**src/sv/tcpq_pkg.sv**
```systemverilog
// Shared types and constants for the two-class priority packet queue.
// No dependencies; compiled first.
package tcpq_pkg;

  localparam int OPC_W = 2;
  localparam int CAP_W = 5;
  localparam int CNT_OUT_W = 5;

  localparam logic [OPC_W-1:0] OP_PUSH  = 2'd0;
  localparam logic [OPC_W-1:0] OP_POP   = 2'd1;
  localparam logic [OPC_W-1:0] OP_CLEAR = 2'd2;

  localparam logic STATUS_DONE     = 1'b0;
  localparam logic STATUS_OVERFLOW = 1'b1;

  localparam logic [CAP_W-1:0] CAP_RESET = 5'd16;

  typedef enum logic {
    ST_IDLE,
    ST_EXEC
  } ctrl_state_t;

  typedef struct packed {
    logic load_in;
    logic execute;
  } ctrl_cmd_t;

  typedef struct packed {
    logic out_free;
  } dp_status_t;

endpackage

```
**src/sv/tcpq_in_if.sv**
```systemverilog
// Request channel: valid/ready plus one operation word.
// Depends on tcpq_pkg.
interface tcpq_in_if #(
  parameter int TAG_WIDTH = 16
);
  logic                       valid;
  logic                       ready;
  logic [tcpq_pkg::OPC_W-1:0] opcode;
  logic [TAG_WIDTH-1:0]       packet_tag;
  logic                       urgent;

  modport source (output valid, output opcode, output packet_tag, output urgent,
                  input ready);
  modport sink   (input valid, input opcode, input packet_tag, input urgent,
                  output ready);
endinterface

```
**src/sv/tcpq_out_if.sv**
```systemverilog
// Response channel: valid/ready plus one result word.
// Depends on tcpq_pkg.
interface tcpq_out_if #(
  parameter int TAG_WIDTH = 16
);
  logic                           valid;
  logic                           ready;
  logic                           status;
  logic                           popped_valid;
  logic [TAG_WIDTH-1:0]           popped_tag;
  logic                           popped_urgent;
  logic                           evicted_valid;
  logic [TAG_WIDTH-1:0]           evicted_tag;
  logic [tcpq_pkg::CNT_OUT_W-1:0] entry_count;
  logic                           is_empty;

  modport source (output valid, output status, output popped_valid, output popped_tag,
                  output popped_urgent, output evicted_valid, output evicted_tag,
                  output entry_count, output is_empty, input ready);
  modport sink   (input valid, input status, input popped_valid, input popped_tag,
                  input popped_urgent, input evicted_valid, input evicted_tag,
                  input entry_count, input is_empty, output ready);
endinterface

```
**src/sv/tcpq_ctrl.sv**
```systemverilog
// Controller for the priority queue: accepts a word, then executes it
// once the output register is free. Depends on tcpq_pkg.
module tcpq_ctrl (
  input  logic                 clk,
  input  logic                 rst,
  input  logic                 in_valid,
  output logic                 in_ready,
  input  tcpq_pkg::dp_status_t stat,
  output tcpq_pkg::ctrl_cmd_t  cmd
);
  import tcpq_pkg::*;

  ctrl_state_t state, state_next;

  always_ff @(posedge clk) begin
    if (rst) begin
      state <= ST_IDLE;
    end else begin
      state <= state_next;
    end
  end

  always_comb begin
    state_next  = state;
    in_ready    = 1'b0;
    cmd.load_in = 1'b0;
    cmd.execute = 1'b0;
    unique case (state)
      ST_IDLE: begin
        // refuse words while reset is held
        if (!rst) begin
          in_ready = 1'b1;
          if (in_valid) begin
            cmd.load_in = 1'b1;
            state_next  = ST_EXEC;
          end
        end
      end
      ST_EXEC: begin
        // hold until the previous result has been taken
        if (stat.out_free) begin
          cmd.execute = 1'b1;
          state_next  = ST_IDLE;
        end
      end
      default: state_next = ST_IDLE;
    endcase
  end

endmodule

```
**src/sv/tcpq_dp.sv**
```systemverilog
// Datapath: two circular tag stores, heads, counts, limit register and
// the result register. Depends on tcpq_pkg.
module tcpq_dp #(
  parameter int QUEUE_DEPTH = 16,
  parameter int TAG_WIDTH   = 16
) (
  input  logic                           clk,
  input  logic                           rst,
  input  tcpq_pkg::ctrl_cmd_t            cmd,
  output tcpq_pkg::dp_status_t           stat,
  input  logic                           cfg_we,
  input  logic [tcpq_pkg::CAP_W-1:0]     cfg_wdata,
  input  logic [tcpq_pkg::OPC_W-1:0]     in_opcode,
  input  logic [TAG_WIDTH-1:0]           in_tag,
  input  logic                           in_urgent,
  output logic                           out_valid,
  input  logic                           out_ready,
  output logic                           out_status,
  output logic                           out_popped_valid,
  output logic [TAG_WIDTH-1:0]           out_popped_tag,
  output logic                           out_popped_urgent,
  output logic                           out_evicted_valid,
  output logic [TAG_WIDTH-1:0]           out_evicted_tag,
  output logic [tcpq_pkg::CNT_OUT_W-1:0] out_entry_count,
  output logic                           out_is_empty
);
  import tcpq_pkg::*;

  localparam int ADDR_W = (QUEUE_DEPTH > 1) ? $clog2(QUEUE_DEPTH) : 1;
  localparam int CNT_W  = $clog2(QUEUE_DEPTH + 1);
  localparam int SLOT_W = CNT_W + 1;
  localparam int SUM_W  = (CNT_W + 1 > CAP_W) ? CNT_W + 1 : CAP_W;

  logic [TAG_WIDTH-1:0] urgent_store [QUEUE_DEPTH];
  logic [TAG_WIDTH-1:0] normal_store [QUEUE_DEPTH];

  logic [ADDR_W-1:0] urgent_head, normal_head;
  logic [CNT_W-1:0]  urgent_count, normal_count;
  logic [CAP_W-1:0]  capacity_limit;

  logic [OPC_W-1:0]     op_q;
  logic [TAG_WIDTH-1:0] tag_q;
  logic                 urg_q;

  logic [TAG_WIDTH-1:0] urgent_rd, normal_rd;

  logic [ADDR_W-1:0] urgent_head_next, normal_head_next;
  logic [CNT_W-1:0]  urgent_count_next, normal_count_next;
  logic              urgent_we, normal_we;
  logic [ADDR_W-1:0] urgent_waddr, normal_waddr;

  logic [SUM_W-1:0]  total, total_after, limit_eff;
  logic [SLOT_W-1:0] urgent_sum, normal_sum;

  logic                 r_status, r_pv, r_purg, r_ev;
  logic [TAG_WIDTH-1:0] r_ptag, r_etag;

  function automatic logic [ADDR_W-1:0] head_inc(input logic [ADDR_W-1:0] h);
    head_inc = (h == ADDR_W'(QUEUE_DEPTH - 1)) ? '0 : h + 1'b1;
  endfunction

  assign stat.out_free = !out_valid || out_ready;

  always_ff @(posedge clk) begin
    if (rst) begin
      capacity_limit <= CAP_RESET;
    end else if (cfg_we) begin
      capacity_limit <= cfg_wdata;
    end
  end

  always_ff @(posedge clk) begin
    if (cmd.load_in) begin
      op_q  <= in_opcode;
      tag_q <= in_tag;
      urg_q <= in_urgent;
    end
  end

  // head reads are registered every cycle; heads only move in the execute cycle
  always_ff @(posedge clk) begin
    urgent_rd <= urgent_store[urgent_head];
    normal_rd <= normal_store[normal_head];
    if (urgent_we) begin
      urgent_store[urgent_waddr] <= tag_q;
    end
    if (normal_we) begin
      normal_store[normal_waddr] <= tag_q;
    end
  end

  // tail slot is head + count; after an eviction the normal tail lands on the same slot
  always_comb begin
    urgent_sum   = SLOT_W'(urgent_head) + SLOT_W'(urgent_count);
    normal_sum   = SLOT_W'(normal_head) + SLOT_W'(normal_count);
    if (urgent_sum >= SLOT_W'(QUEUE_DEPTH)) begin
      urgent_sum = urgent_sum - SLOT_W'(QUEUE_DEPTH);
    end
    if (normal_sum >= SLOT_W'(QUEUE_DEPTH)) begin
      normal_sum = normal_sum - SLOT_W'(QUEUE_DEPTH);
    end
    urgent_waddr = urgent_sum[ADDR_W-1:0];
    normal_waddr = normal_sum[ADDR_W-1:0];
  end

  always_comb begin
    priority if (capacity_limit == '0) begin
      limit_eff = SUM_W'(1);
    end else if (SUM_W'(capacity_limit) > SUM_W'(QUEUE_DEPTH)) begin
      limit_eff = SUM_W'(QUEUE_DEPTH);
    end else begin
      limit_eff = SUM_W'(capacity_limit);
    end
  end

  assign total = SUM_W'(urgent_count) + SUM_W'(normal_count);

  always_comb begin
    urgent_head_next  = urgent_head;
    normal_head_next  = normal_head;
    urgent_count_next = urgent_count;
    normal_count_next = normal_count;
    urgent_we         = 1'b0;
    normal_we         = 1'b0;
    r_status          = STATUS_DONE;
    r_pv              = 1'b0;
    r_ptag            = '0;
    r_purg            = 1'b0;
    r_ev              = 1'b0;
    r_etag            = '0;
    if (cmd.execute) begin
      unique case (op_q)
        OP_PUSH: begin
          if (total < limit_eff || normal_count != '0) begin
            if (total >= limit_eff) begin
              // drop the oldest normal entry to make room
              r_ev              = 1'b1;
              r_etag            = normal_rd;
              normal_head_next  = head_inc(normal_head);
              normal_count_next = normal_count - 1'b1;
            end
            if (urg_q) begin
              if (urgent_count < CNT_W'(QUEUE_DEPTH)) begin
                urgent_we         = 1'b1;
                urgent_count_next = urgent_count + 1'b1;
              end
            end else if (normal_count_next < CNT_W'(QUEUE_DEPTH)) begin
              normal_we         = 1'b1;
              normal_count_next = normal_count_next + 1'b1;
            end
          end else begin
            r_status = STATUS_OVERFLOW;
          end
        end
        OP_POP: begin
          priority if (urgent_count != '0) begin
            r_pv              = 1'b1;
            r_purg            = 1'b1;
            r_ptag            = urgent_rd;
            urgent_head_next  = head_inc(urgent_head);
            urgent_count_next = urgent_count - 1'b1;
          end else if (normal_count != '0) begin
            r_pv              = 1'b1;
            r_ptag            = normal_rd;
            normal_head_next  = head_inc(normal_head);
            normal_count_next = normal_count - 1'b1;
          end
        end
        OP_CLEAR: begin
          urgent_head_next  = '0;
          normal_head_next  = '0;
          urgent_count_next = '0;
          normal_count_next = '0;
        end
        default: begin
        end
      endcase
    end
    total_after = SUM_W'(urgent_count_next) + SUM_W'(normal_count_next);
  end

  always_ff @(posedge clk) begin
    if (rst) begin
      urgent_head  <= '0;
      normal_head  <= '0;
      urgent_count <= '0;
      normal_count <= '0;
    end else begin
      urgent_head  <= urgent_head_next;
      normal_head  <= normal_head_next;
      urgent_count <= urgent_count_next;
      normal_count <= normal_count_next;
    end
  end

  always_ff @(posedge clk) begin
    if (rst) begin
      out_valid <= 1'b0;
    end else if (cmd.execute) begin
      out_valid <= 1'b1;
    end else if (out_ready) begin
      out_valid <= 1'b0;
    end
  end

  always_ff @(posedge clk) begin
    if (cmd.execute) begin
      out_status        <= r_status;
      out_popped_valid  <= r_pv;
      out_popped_tag    <= r_ptag;
      out_popped_urgent <= r_purg;
      out_evicted_valid <= r_ev;
      out_evicted_tag   <= r_etag;
      out_entry_count   <= total_after[CNT_OUT_W-1:0];
      out_is_empty      <= (total_after == '0);
    end
  end

endmodule

```
**src/sv/two_class_priority_packet_queue_core.sv**
```systemverilog
// Top level of the two-class priority packet queue.
// Depends on tcpq_pkg, tcpq_in_if, tcpq_out_if, tcpq_ctrl and tcpq_dp.
//
//   port       dir  handshake          carries
//   req        in   valid/ready        opcode, packet_tag, urgent
//   rsp        out  valid/ready        one result word per request word
//   cfg_we     in   write strobe       capacity_limit written from cfg_wdata
//
// A request word is accepted, then executed into the result register.
// The stores are read through registered head ports.
// A result still waiting on rsp does not block the next accept; it stalls execute.
// Synchronous active-high reset empties both classes and sets the limit to 16.
module two_class_priority_packet_queue_core #(
  parameter int QUEUE_DEPTH = 16,
  parameter int TAG_WIDTH   = 16
) (
  input  logic                       clk,
  input  logic                       rst,
  input  logic                       cfg_we,
  input  logic [tcpq_pkg::CAP_W-1:0] cfg_wdata,
  tcpq_in_if.sink                    req,
  tcpq_out_if.source                 rsp
);
  import tcpq_pkg::*;

  ctrl_cmd_t  cmd;
  dp_status_t stat;

  tcpq_ctrl u_ctrl (
    .clk      (clk),
    .rst      (rst),
    .in_valid (req.valid),
    .in_ready (req.ready),
    .stat     (stat),
    .cmd      (cmd)
  );

  tcpq_dp #(
    .QUEUE_DEPTH (QUEUE_DEPTH),
    .TAG_WIDTH   (TAG_WIDTH)
  ) u_dp (
    .clk               (clk),
    .rst               (rst),
    .cmd               (cmd),
    .stat              (stat),
    .cfg_we            (cfg_we),
    .cfg_wdata         (cfg_wdata),
    .in_opcode         (req.opcode),
    .in_tag            (req.packet_tag),
    .in_urgent         (req.urgent),
    .out_valid         (rsp.valid),
    .out_ready         (rsp.ready),
    .out_status        (rsp.status),
    .out_popped_valid  (rsp.popped_valid),
    .out_popped_tag    (rsp.popped_tag),
    .out_popped_urgent (rsp.popped_urgent),
    .out_evicted_valid (rsp.evicted_valid),
    .out_evicted_tag   (rsp.evicted_tag),
    .out_entry_count   (rsp.entry_count),
    .out_is_empty      (rsp.is_empty)
  );

endmodule
```
**src/flat_wrapper.sv**
```systemverilog
// flat-port wrapper written by rule: the top's interface ports become plain ports
module two_class_priority_packet_queue_core_flat import tcpq_pkg::*;
#(
  parameter int QUEUE_DEPTH = 16,
  parameter int TAG_WIDTH   = 16
)
  (clk, rst, cfg_we, cfg_wdata, req_valid, req_opcode, req_packet_tag, req_urgent, req_ready, rsp_valid, rsp_status, rsp_popped_valid, rsp_popped_tag, rsp_popped_urgent, rsp_evicted_valid, rsp_evicted_tag, rsp_entry_count, rsp_is_empty, rsp_ready);
  tcpq_in_if #(.TAG_WIDTH(TAG_WIDTH)) req_i ();
  tcpq_out_if #(.TAG_WIDTH(TAG_WIDTH)) rsp_i ();
  input  logic clk;
  input  logic rst;
  input  logic cfg_we;
  input  logic [tcpq_pkg::CAP_W-1:0] cfg_wdata;
  input wire logic [$bits(req_i.valid)-1:0] req_valid;
  input wire logic [$bits(req_i.opcode)-1:0] req_opcode;
  input wire logic [$bits(req_i.packet_tag)-1:0] req_packet_tag;
  input wire logic [$bits(req_i.urgent)-1:0] req_urgent;
  output wire logic [$bits(req_i.ready)-1:0] req_ready;
  output wire logic [$bits(rsp_i.valid)-1:0] rsp_valid;
  output wire logic [$bits(rsp_i.status)-1:0] rsp_status;
  output wire logic [$bits(rsp_i.popped_valid)-1:0] rsp_popped_valid;
  output wire logic [$bits(rsp_i.popped_tag)-1:0] rsp_popped_tag;
  output wire logic [$bits(rsp_i.popped_urgent)-1:0] rsp_popped_urgent;
  output wire logic [$bits(rsp_i.evicted_valid)-1:0] rsp_evicted_valid;
  output wire logic [$bits(rsp_i.evicted_tag)-1:0] rsp_evicted_tag;
  output wire logic [$bits(rsp_i.entry_count)-1:0] rsp_entry_count;
  output wire logic [$bits(rsp_i.is_empty)-1:0] rsp_is_empty;
  input wire logic [$bits(rsp_i.ready)-1:0] rsp_ready;
  assign req_i.valid = req_valid;
  assign req_i.opcode = req_opcode;
  assign req_i.packet_tag = req_packet_tag;
  assign req_i.urgent = req_urgent;
  assign req_ready = req_i.ready;
  assign rsp_valid = rsp_i.valid;
  assign rsp_status = rsp_i.status;
  assign rsp_popped_valid = rsp_i.popped_valid;
  assign rsp_popped_tag = rsp_i.popped_tag;
  assign rsp_popped_urgent = rsp_i.popped_urgent;
  assign rsp_evicted_valid = rsp_i.evicted_valid;
  assign rsp_evicted_tag = rsp_i.evicted_tag;
  assign rsp_entry_count = rsp_i.entry_count;
  assign rsp_is_empty = rsp_i.is_empty;
  assign rsp_i.ready = rsp_ready;
  two_class_priority_packet_queue_core #(.QUEUE_DEPTH(QUEUE_DEPTH), .TAG_WIDTH(TAG_WIDTH)) u_core (.clk(clk), .rst(rst), .cfg_we(cfg_we), .cfg_wdata(cfg_wdata), .req(req_i), .rsp(rsp_i));
endmodule
```
**config.mk**
```make
export PLATFORM = sky130hd
export DESIGN_NAME = two_class_priority_packet_queue_core_flat
export DESIGN_NICKNAME = d
export VERILOG_FILES = /design/src/sv/tcpq_pkg.sv /design/src/sv/tcpq_in_if.sv /design/src/sv/tcpq_out_if.sv /design/src/sv/tcpq_ctrl.sv /design/src/sv/tcpq_dp.sv /design/src/sv/two_class_priority_packet_queue_core.sv /design/src/flat_wrapper.sv
export SDC_FILE = /design/constraint.sdc
export NUM_CORES = 1
export LEC_CHECK = 0
export BUFFER_PORTS_ARGS = -buffer_cell sky130_fd_sc_hd__buf_2
export CORE_ASPECT_RATIO = 1.1
export CORE_UTILIZATION = 56
export DETAILED_ROUTE_END_ITERATION = 10
export PLACE_DENSITY_LB_ADDON = 0.15
export SYNTH_ARGS = -nofsm -noshare
export SYNTH_HDL_FRONTEND = slang
export SYNTH_HIERARCHICAL = 1
export SYNTH_SLANG_ARGS = --single-unit
```
**constraint.sdc**
```tcl
create_clock -name clk -period 4.6 [get_ports clk]
set_clock_uncertainty 0.05 [all_clocks]
set_input_delay 0.46 -clock clk [delete_from_list [all_inputs] [get_ports clk]]
set_output_delay 0.46 -clock clk [all_outputs]
set_load 0.005 [all_outputs]
```
After elaboration in Yosys (flattened, before gate mapping)
Memory sizes are Yosys's and may differ from the RTL's. A register that Yosys moved wholly into a read port is not among the register bits.
Index checks and enable logic that the tools add are counted.
Storage, ports and cells
  memories kept: 2
  bits in registers: 86
  memory bits (writable): 512
  output and inout bits: 44
Memories
  u_core.u_dp.normal_store: depth 16, bits a word 16, rd ports 1, clocked after Yosys merged registers in 1, write ports 1, line tcpq_dp.sv:35  | logic [TAG_WIDTH-1:0] normal_store [QUEUE_DEPTH];
  u_core.u_dp.urgent_store: depth 16, bits a word 16, rd ports 1, clocked after Yosys merged registers in 1, write ports 1, line tcpq_dp.sv:34  | logic [TAG_WIDTH-1:0] urgent_store [QUEUE_DEPTH];
Operators by class
  bitwise operators: 1
  reductions and logical operators: 15
  add/sub/neg operators: 12
  eq/ne operators: 9
  order comparisons: 7
  muxes and demuxes: 62
Operator list (number)
  5-bit two-way mux: 17
  4-bit two-way mux: 9
  16-bit two-way mux: 2
  5-bit one-hot mux with 3 select lines: 2
  1-bit two-way mux: 29
  4-bit by 5-bit adder with 6-bit output: 2
  5-bit by 5-bit adder with 6-bit output: 2
  6-bit by 5-bit greater-or-equal comparator with 1-bit output, second input constant: 2
  4-bit one-hot mux with 3 select lines: 1
  5-bit by 1-bit adder with 5-bit output, second input constant: 2
  5-bit less-than comparator, second input constant: 2
  2-bit inequality test, second input constant: 5
  5-bit nonzero test: 2
  5-bit by 1-bit subtractor with 5-bit output, second input constant: 2
  4-bit by 1-bit adder with 4-bit output, second input constant: 2
  4-bit == test, second input constant: 2
  4-bit one-hot mux with 2 select lines: 1
  4-bit by 1-bit subtractor with 4-bit output, second input constant: 2
  6-bit greater-or-equal comparator: 1
  6-bit zero test: 1
  6-bit less-than comparator: 1
  3-bit AND reduction: 2
  6-bit AND reduction: 1
  5-bit > comparator, second input constant: 1
  11 further kinds: 13

Depth between registers and ports, before layout
Gate-level depths: netlist (run 1).
  depth after elaboration: 16
  gate-level depth with buffers: 24
  mapped depth without buffers: 23

Hierarchy
Netlist (run 1), hierarchy kept.
By module, submodules not included
  tcpq_dp: area each 24843.8 um^2, times used 1, cells each 1346
  tcpq_ctrl: area each 52.6 um^2, times used 1, cells each 6

Worst setup path before layout (run 1)
OpenSTA, ideal clock, no wires.
  path type: reg-to-reg
  start: register u_core.u_dp.urgent_count[1]
  end: register u_core.u_dp.out_is_empty, data pin
  period minus slack after synthesis: 4.718 ns
  arrival time: 4.512 ns
  slack: -0.118 ns
  stages on the path, launching flop included: 22
  data required time: 4.393 ns
  cells stage by stage: dfxtp_1 > inv_1 > fa_1 > inv_1 > a21o_1 > a21oi_1 > xnor2_1 > ha_1 > nand3_1 > a21oi_1 > or3_1 > buf_2 > nor2_1 > a21oi_1 > o31ai_1 > or2_2 > ha_1 > inv_1 > fa_1 > inv_1 > or4_1 > nor3_1
On the way
  word-level cells in the longest chain between the ends: 14
  elaborated cells between the ends (all ways): 28
Ends and longest elaborated chain
  start: declaration: line tcpq_dp.sv:38  | logic [CNT_W-1:0] urgent_count, normal_count;
  start signal: assignment: line tcpq_dp.sv:191  | urgent_count <= urgent_count_next;
  5-bit by 5-bit adder with 6-bit output: line tcpq_dp.sv:116  | assign total = SUM_W'(urgent_count) + SUM_W'(normal_count);
  6-bit greater-or-equal comparator: line tcpq_dp.sv:135  | if (total >= limit_eff) begin
  5-bit two-way mux: line tcpq_dp.sv:135
  5-bit two-way mux: line tcpq_dp.sv:134  | if (total < limit_eff || normal_count != '0) begin
  5-bit two-way mux: line tcpq_dp.sv:132  | unique case (op_q)
  5-bit two-way mux: line tcpq_dp.sv:131  | if (cmd.execute) begin
  5-bit by 1-bit adder with 5-bit output or 5-bit less-than comparator (tied branches): line tcpq_dp.sv:149, tcpq_dp.sv:147
  5-bit two-way mux: line tcpq_dp.sv:147  | end else if (normal_count_next < CNT_W'(QUEUE_DEPTH)) begin
  5-bit two-way mux: line tcpq_dp.sv:142  | if (urg_q) begin
  5-bit two-way mux: line tcpq_dp.sv:134
  5-bit one-hot mux with 3 select lines *: line tcpq_dp.sv:132
  5-bit two-way mux *: line tcpq_dp.sv:131
  net u_core.u_dp.normal_count_next[0]: line tcpq_dp.sv:48  | logic [CNT_W-1:0] urgent_count_next, normal_count_next;
  5-bit by 5-bit adder with 6-bit output *: line tcpq_dp.sv:179  | total_after = SUM_W'(urgent_count_next) + SUM_W'(normal_count_next);
  net u_core.u_dp.total_after[1]: line tcpq_dp.sv:52  | logic [SUM_W-1:0] total, total_after, limit_eff;
  6-bit zero test *: line tcpq_dp.sv:215  | out_is_empty <= (total_after == '0);
  end signal: assignment: line tcpq_dp.sv:215
  end: declaration: line tcpq_dp.sv:25  | output logic out_is_empty
Mark *: on every way through the listed nets, which the timed path passes. The rest lies on a longest branch. The select of a mux whose other input is x is not followed.
A chain may end at the register's enable or synchronous reset.

Worst setup path in the final report (run 1)
  start: register u_core.u_dp.urgent_count[0]
  end: register u_core.u_dp.out_is_empty, data pin
The elaborated chain is that of the path after synthesis.

==> results of run 1 <==
## where the power goes
| group | switching (W) | total, W | leakage (nW) | internal, W |
|---|---|---|---|---|
| clock network | 0.00210 | 0.00545 | 1.10 | 0.00334 |
| registers | 0.0000742 | 0.00635 | 5.65 | 0.00628 |
| logic | 0.000237 | 0.000432 | 2.97 | 0.000195 |
## cell type report
cell class / count / area [um2] / share of cell area (%)
Tap cell: 574 / 718 / 2.47
Sequential cell: 630 / 18400 / 63.2
Clock inverter: 35 / 529 / 1.82
Multi-Input combinational cell: 635 / 6350 / 21.8
Antenna cell: 1 / 2.50 / 0.00861
Clock buffer: 76 / 1700 / 5.85
Timing Repair Buffer: 189 / 1320 / 4.55
Inverter: 22 / 82.6 / 0.284
## logic make-up (layout without fill, tap and decap cells)
logic type | count (synthesis) | count (layout) | share of synthesized area, %
multiplexers | 182 | 182 | 13.0
adder cells (fa/ha/maj) | 31 | 31 | 1.68
AND/OR/NAND/NOR | 211 | 211 | 4.33
other | 0 | 1 | 0
flip-flops | 630 | 630 | 73.7
XOR/XNOR | 21 | 21 | 0.739
AO/OA/AOI/OAI | 190 | 190 | 5.20
buffers and inverters | 87 | 322 | 1.37
## cell usage after synthesis (all sizes together), types with 3 or more instances
library cell  count
a211oi            4
nor2             59
dfxtp            57
fa                4
a22oi            21
a22o             17
buf              19
a221oi           16
inv              22
a31oi             4
a21oi            45
nand2b            8
xnor2            15
a21o              8
mux2             10
nor3             24
nand2            53
clkbuf           46
xor2              6
and2             22
ha               27
o31ai             6
a32o              3
edfxtp          573
or2               4
nand3            10
mux4            112
o21ai            46
nand4             8
mux2i            60
o211ai            3
nor2b             4
## how the worst max path moves through the flow
stage | start | endpoint | slack [ps] | depth (start not counted)
CTS | u_core/u_dp/urgent_count[0] | u_core/u_dp/out_is_empty | 2 | 21
global route | u_core/u_dp/urgent_count[0] | u_core/u_dp/out_is_empty | -160 | 23
detailed placement | u_core/u_dp/urgent_count[0] | u_core/u_dp/out_is_empty | -150 | 21
global placement | u_core/u_dp/urgent_count[0] | u_core/u_dp/out_is_empty | -70 | 21
finish | u_core/u_dp/urgent_count[0] | u_core/u_dp/out_is_empty | 80 | 23
floorplan | u_core/u_dp/urgent_count[0] | u_core/u_dp/out_is_empty | -50 | 22
## state kept, by name (all words and copies together), names as in the netlist, 2 cells and up
signal                       cells
u_core/u_dp/normal_store       256
u_core/u_dp/urgent_store       256
u_core/u_dp/normal_rd           16
u_core/u_dp/out_evicted_tag     16
u_core/u_dp/out_popped_tag      16
u_core/u_dp/tag_q               16
u_core/u_dp/urgent_rd           16
u_core/u_dp/capacity_limit       5
u_core/u_dp/normal_count         5
u_core/u_dp/out_entry_count      5
u_core/u_dp/urgent_count         5
u_core/u_dp/normal_head          4
u_core/u_dp/urgent_head          4
u_core/u_dp/op_q                 2
## timing repair
item                                    4_1_cts  5_1_grt
hold endpoints to repair                     19        0
setup buffers                                 1        1
endpoints found under the setup margin        1        4
pin swaps                                     8       11
resized for setup                             7       20
hold buffers                                 19        0
## metal layers
metal  GRT usage, %  vias to the layer above  part of all wire, %
met5              0                        -                    0
met4           8.20                        0                  2.6
met3           3.87                       94                  6.7
met2           40.9                      534                   48
met1           36.9                     6906                   43
li1               -                     5822                    -
## through the flow
| stage | worst slack, ps | instance area [um2] | hold slack (ps) | std cells |
|---|---|---|---|---|
| 4_1_cts | 2.41 | 29000 | 7.42 | 2160 |
| 5_1_grt | -162 | 29100 | 28.8 | 2162 |
| 3_3_place_gp | -74.0 | 26500 | 444 | 2029 |
| 3_5_place_dp | -145 | 26500 | 454 | 2029 |
| 6_report | 79.3 | 29100 | 34.5 | 2162 |
| 2_1_floorplan | -46.6 | 24900 | 411 | 1352 |
## worst min-delay path, cell delays in order
cell      delay (ps)
buf_2             70
nand2_1           50
o211ai_1          80
==> impl_metrics.tcl, run 1 <==
set metrics [dict create \
    grt_max_degree 101 \
    crit_chain "ha_2, inv_1, fa_2, inv_1, a21o_1, a21oi_2, xnor2_1, ha_1, a211oi_2, o211ai_2, buf_4, nor3_4, buf_12, o31ai_4, or4b_1, a31o_2, inv_1, fa_1, inv_1, a21o_1, a21oi_2, xnor2_2, nor3_2" \
    run_status "finished clean" \
    grt_setup_unrepaired "yes" \
    synth_edf_count 573 \
    wl_per_cell_um 26.1 \
    portBuffers 72 \
    hold_viol 0 \
    dp_hpwl_um 33100 \
    die_h_um 223 \
    final_util_pct 66.6 \
    path_clk_slew_ps 60 \
    setup_viol 0 \
    synth.yosys.warnings 6 \
    drt_iter0_drc 1303 \
    p_leak_nw 9.72 \
    cts_made_buffers 59 \
    cts_sinks 630 \
    critPathKind "flop to flop" \
    syn_inst 1352 \
    startpoint_type "flop" \
    vias 13400 \
    drc 0 \
    cpPeakStageDelay_ps 550 \
    grtUsageTotal_pct 25.7 \
    holdPathStages 3 \
    start_util_pct 57.0 \
    grt_pass1_vias 13300 \
    fin_tns_setup_ps 0 \
    clock.fmax_mhz 221 \
    synth_area_leaders "edfxtp_1, mux4_2, dfxtp_1" \
    design_power_total_w 0.0122 \
    io_pins 73 \
    hold_class "primary input to flop" \
    place_congestion 0.891 \
    clk-insertion-delay-late_ps 620 \
    min_from "cfg_wdata[4]" \
    tightest_slew_ps 1220 \
    antenna_left 0 \
    synth_top_cell_area_share_pct 69.1 \
    p_per_area_nw_per_um2 421 \
    synth_ff_type "edfxtp_1" \
    period_needed_ps 4520 \
    crit_path_end_kind "flop" \
    arrival_ps 4830 \
    fin_crit_sh_pct 98.3 \
    syn_area_per_cell_um2 18.4 \
    drive_gt1_share_pct 28.3 \
    critPathSlowestCell "or4b_1" \
    drv_cap 0 \
    critPathMaxFanout 4 \
    core.rowCount 80 \
    via_per_inst 6.18 \
    maxSlewViolCount 0 \
    wl_um 56300 \
    yosys.area.top_type "edfxtp_1" \
    syn_nets 1412 \
    fp.dieW_um 203 \
    area_growth_pct 16.8 \
    rr_startpoint "u_core/u_dp/urgent_count[0]" \
    ys_ff_latch 630 \
    r2r-end "u_core/u_dp/out_is_empty" \
    firstDrtPassIters 5 \
    yosysUniqueCellTypes 69 \
    cts_buffer_depth 3 \
    crit_buf_inv 6 \
    layout.nets 1597 \
    worstPathRequired_ps 4910 \
    rr_worst_depth 23 \
    min_to "u_core/u_dp/capacity_limit[4]" \
    layout_common_cells "edfxtp_1, mux4_2, buf_4, buf_2, clkbuf_16" \
    grt_pass1_wl_um 84100 \
    synth-seq-area-share_pct 73.7 \
    clock-root-buffer "clkbuf_16" \
    dieArea_um2 45300 \
    core_area_um2 43600 \
    ir_drop_mv 0.385 \
    grt_antenna_before_repair 1 \
    synth_area_um2 24900 \
    grt-ovfl-total 0 \
    final_common_cell "edfxtp_1" \
    cts_tree "built" \
    cp_common_cell "inv_1" \
    r2r_slack_ps 80 \
    crit_family "compound AO/OA/AOI/OAI gates" \
    nFillCells 2935 \
    cts_max_level 2 \
    async_reset_ff_share_pct 0 \
    max_slew_margin_pct 18.3 \
]
(Power assumes the default switching activity.)
==> inputs of run 2 (changes only) <==
--- a/config.mk
+++ b/config.mk
@@ -10,6 +10,7 @@
 export CORE_UTILIZATION = 56
 export DETAILED_ROUTE_END_ITERATION = 10
 export PLACE_DENSITY_LB_ADDON = 0.15
+export SETUP_SLACK_MARGIN = 0.15
 export SYNTH_ARGS = -nofsm -noshare
 export SYNTH_HDL_FRONTEND = slang
 export SYNTH_HIERARCHICAL = 1
==> impl_metrics.tcl, run 2 (synthesized netlist as in run 1, its figures left out) <==
set metrics [dict create \
    fp.dieW_um 203 \
    setup_viol 0 \
    drv_cap 0 \
    cts_buffer_depth 3 \
    p_leak_nw 9.79 \
    grt_pass1_vias 13400 \
    worstPathRequired_ps 4920 \
    hold_viol 0 \
    hold_class "primary input to flop" \
    layout.nets 1610 \
    fin_area_um2 29300 \
    arrival_ps 4800 \
    path_clk_slew_ps 60 \
    rr_startpoint "u_core/u_dp/urgent_count[0]" \
    cts_made_buffers 59 \
    dp_hpwl_um 33100 \
    clock-root-buffer "clkbuf_16" \
    critPathKind "flop to flop" \
    grt_antenna_before_repair 1 \
    cts_sinks 630 \
    dieArea_um2 45300 \
    cts_tree "built" \
    layout_common_cells "edfxtp_1, mux4_2, buf_4, buf_2, clkbuf_16" \
    tightest_slew_ps 1220 \
    via_per_inst 6.17 \
    fin_crit_sh_pct 97.4 \
    final_util_pct 67.0 \
    place_area_um2 26500 \
    grt_pass1_wl_um 84600 \
    holdWs_ps 34.0 \
    cts_max_level 2 \
    grt_setup_unrepaired "yes" \
    critPathMaxFanout 3 \
    drive_gt1_share_pct 29.8 \
    crit_path_end_kind "flop" \
    run_status "finished clean" \
    clock.fmax_mhz 223 \
    max_slew_margin_pct 18.4 \
    grtUsageTotal_pct 25.8 \
    reg_top3 "u_core/u_dp/normal_store: 256 flops, u_core/u_dp/urgent_store: 256 flops" \
    rr_worst_depth 24 \
    drt_iter0_drc 1255 \
    area_growth_pct 17.5 \
    min_to "u_core/u_dp/capacity_limit[4]" \
    io_pins 73 \
    grt-ovfl-total 0 \
    antenna_left 0 \
    holdPathStages 3 \
    r2r-end "u_core/u_dp/out_entry_count[1]" \
    portBuffers 72 \
    place_congestion 0.891 \
    vias 13400 \
    period_needed_ps 4480 \
    clk-insertion-delay-late_ps 620 \
    core.rowCount 80 \
    ir_drop_mv 0.387 \
    core_area_um2 43600 \
    dp_cells 2029 \
    maxSlewViolCount 0 \
    p_per_area_nw_per_um2 420 \
    drc 0 \
    grt_max_degree 101 \
    wl_per_cell_um 26.1 \
    min_from "cfg_wdata[4]" \
    firstDrtPassIters 5 \
    wl_um 56700 \
    stdcell_count 2175 \
    final_common_cell "edfxtp_1" \
    r2r_slack_ps 120 \
    die_h_um 223 \
    start_util_pct 57.0 \
    design_power_total_w 0.0123 \
    startpoint_type "flop" \
]
-- run 2: cell types whose count changed in the layout (fill, tap and decap cells not counted), moves of 2 or more --
cell | previous run | this run
buf_6 | 0 | 2
inv_2 | 0 | 5
ha_4 | 0 | 3
buf_4 | 95 | 107
inv_1 | 22 | 16
ha_1 | 26 | 24
-- run 2: final cells by class --
cell class,count,area [um2]
timing repair buffer,202,1420
fill,2910,14400
tap,574,718
antenna,1,2.50
inverter,22,85.1
sequential,630,18400
clock inverter,35,529
clock buffer,76,1700
multi-input combinational,635,6440
-- run 2: through the flow --
stage / setup slack, ps / TNS, ps
global route: -74.0 / -123
floorplan: -46.6 / -46.6
CTS: 102 / 0
finish: 120 / 0
global placement: -74.0 / -74.0
detailed placement: -145 / -145
-- run 2: per-layer routing --
metal | GRT usage (%) | routed length [um] | up-vias
met5 | 0 | 0 | -
met2 | 41.1 | 27300 | 577
met4 | 8.61 | 1440 | 0
met1 | 36.9 | 23900 | 6898
li1 | - | - | 5850
met3 | 3.96 | 4120 | 97
-- run 2: worst max path at each step --
stage / from / endpoint / slack [ps] / cells after the start
detailed placement: u_core/u_dp/urgent_count[0] / u_core/u_dp/out_is_empty / -150 / 21
finish: u_core/u_dp/urgent_count[0] / u_core/u_dp/out_entry_count[1] / 120 / 24
CTS: u_core/u_dp/normal_count[0] / u_core/u_dp/out_is_empty / 100 / 21
floorplan: u_core/u_dp/urgent_count[0] / u_core/u_dp/out_is_empty / -50 / 22
global placement: u_core/u_dp/urgent_count[0] / u_core/u_dp/out_is_empty / -70 / 21
global route: u_core/u_dp/urgent_count[0] / u_core/u_dp/out_is_empty / -70 / 21
-- run 2: critical path, cell delays in order (launching register included) --
cell      delay [ps]
dfxtp_2          350
ha_4             140
inv_2             30
fa_2             340
inv_2             50
a21o_1           110
a21oi_2           60
xnor2_1          120
ha_1             330
nand3_2          120
buf_4            170
or2_4            260
a211oi_1         240
o21ai_1          100
a211oi_2         280
or2_4            180
ha_4             130
inv_2             40
fa_1             520
inv_2             40
buf_4            120
buf_6            100
buf_6            100
buf_4            120
buf_4            120
-- run 2: power by group --
group	total, W	leakage, nW	switching, W	internal, W
Sequential	0.00635	5.65	0.0000748	0.00628
Clock	0.00545	1.10	0.00210	0.00334
Combinational	0.000475	3.04	0.000252	0.000223
-- run 2: timing repair --
| action | 4_1_cts | 5_1_grt |
|---|---|---|
| hold buffers | 19 | 0 |
| setup buffers | 10 | 5 |
| endpoints found under the setup margin | 3 | 4 |
| hold endpoints to repair | 19 | 0 |
| pin swaps | 25 | 18 |
| gates resized for setup | 28 | 23 |
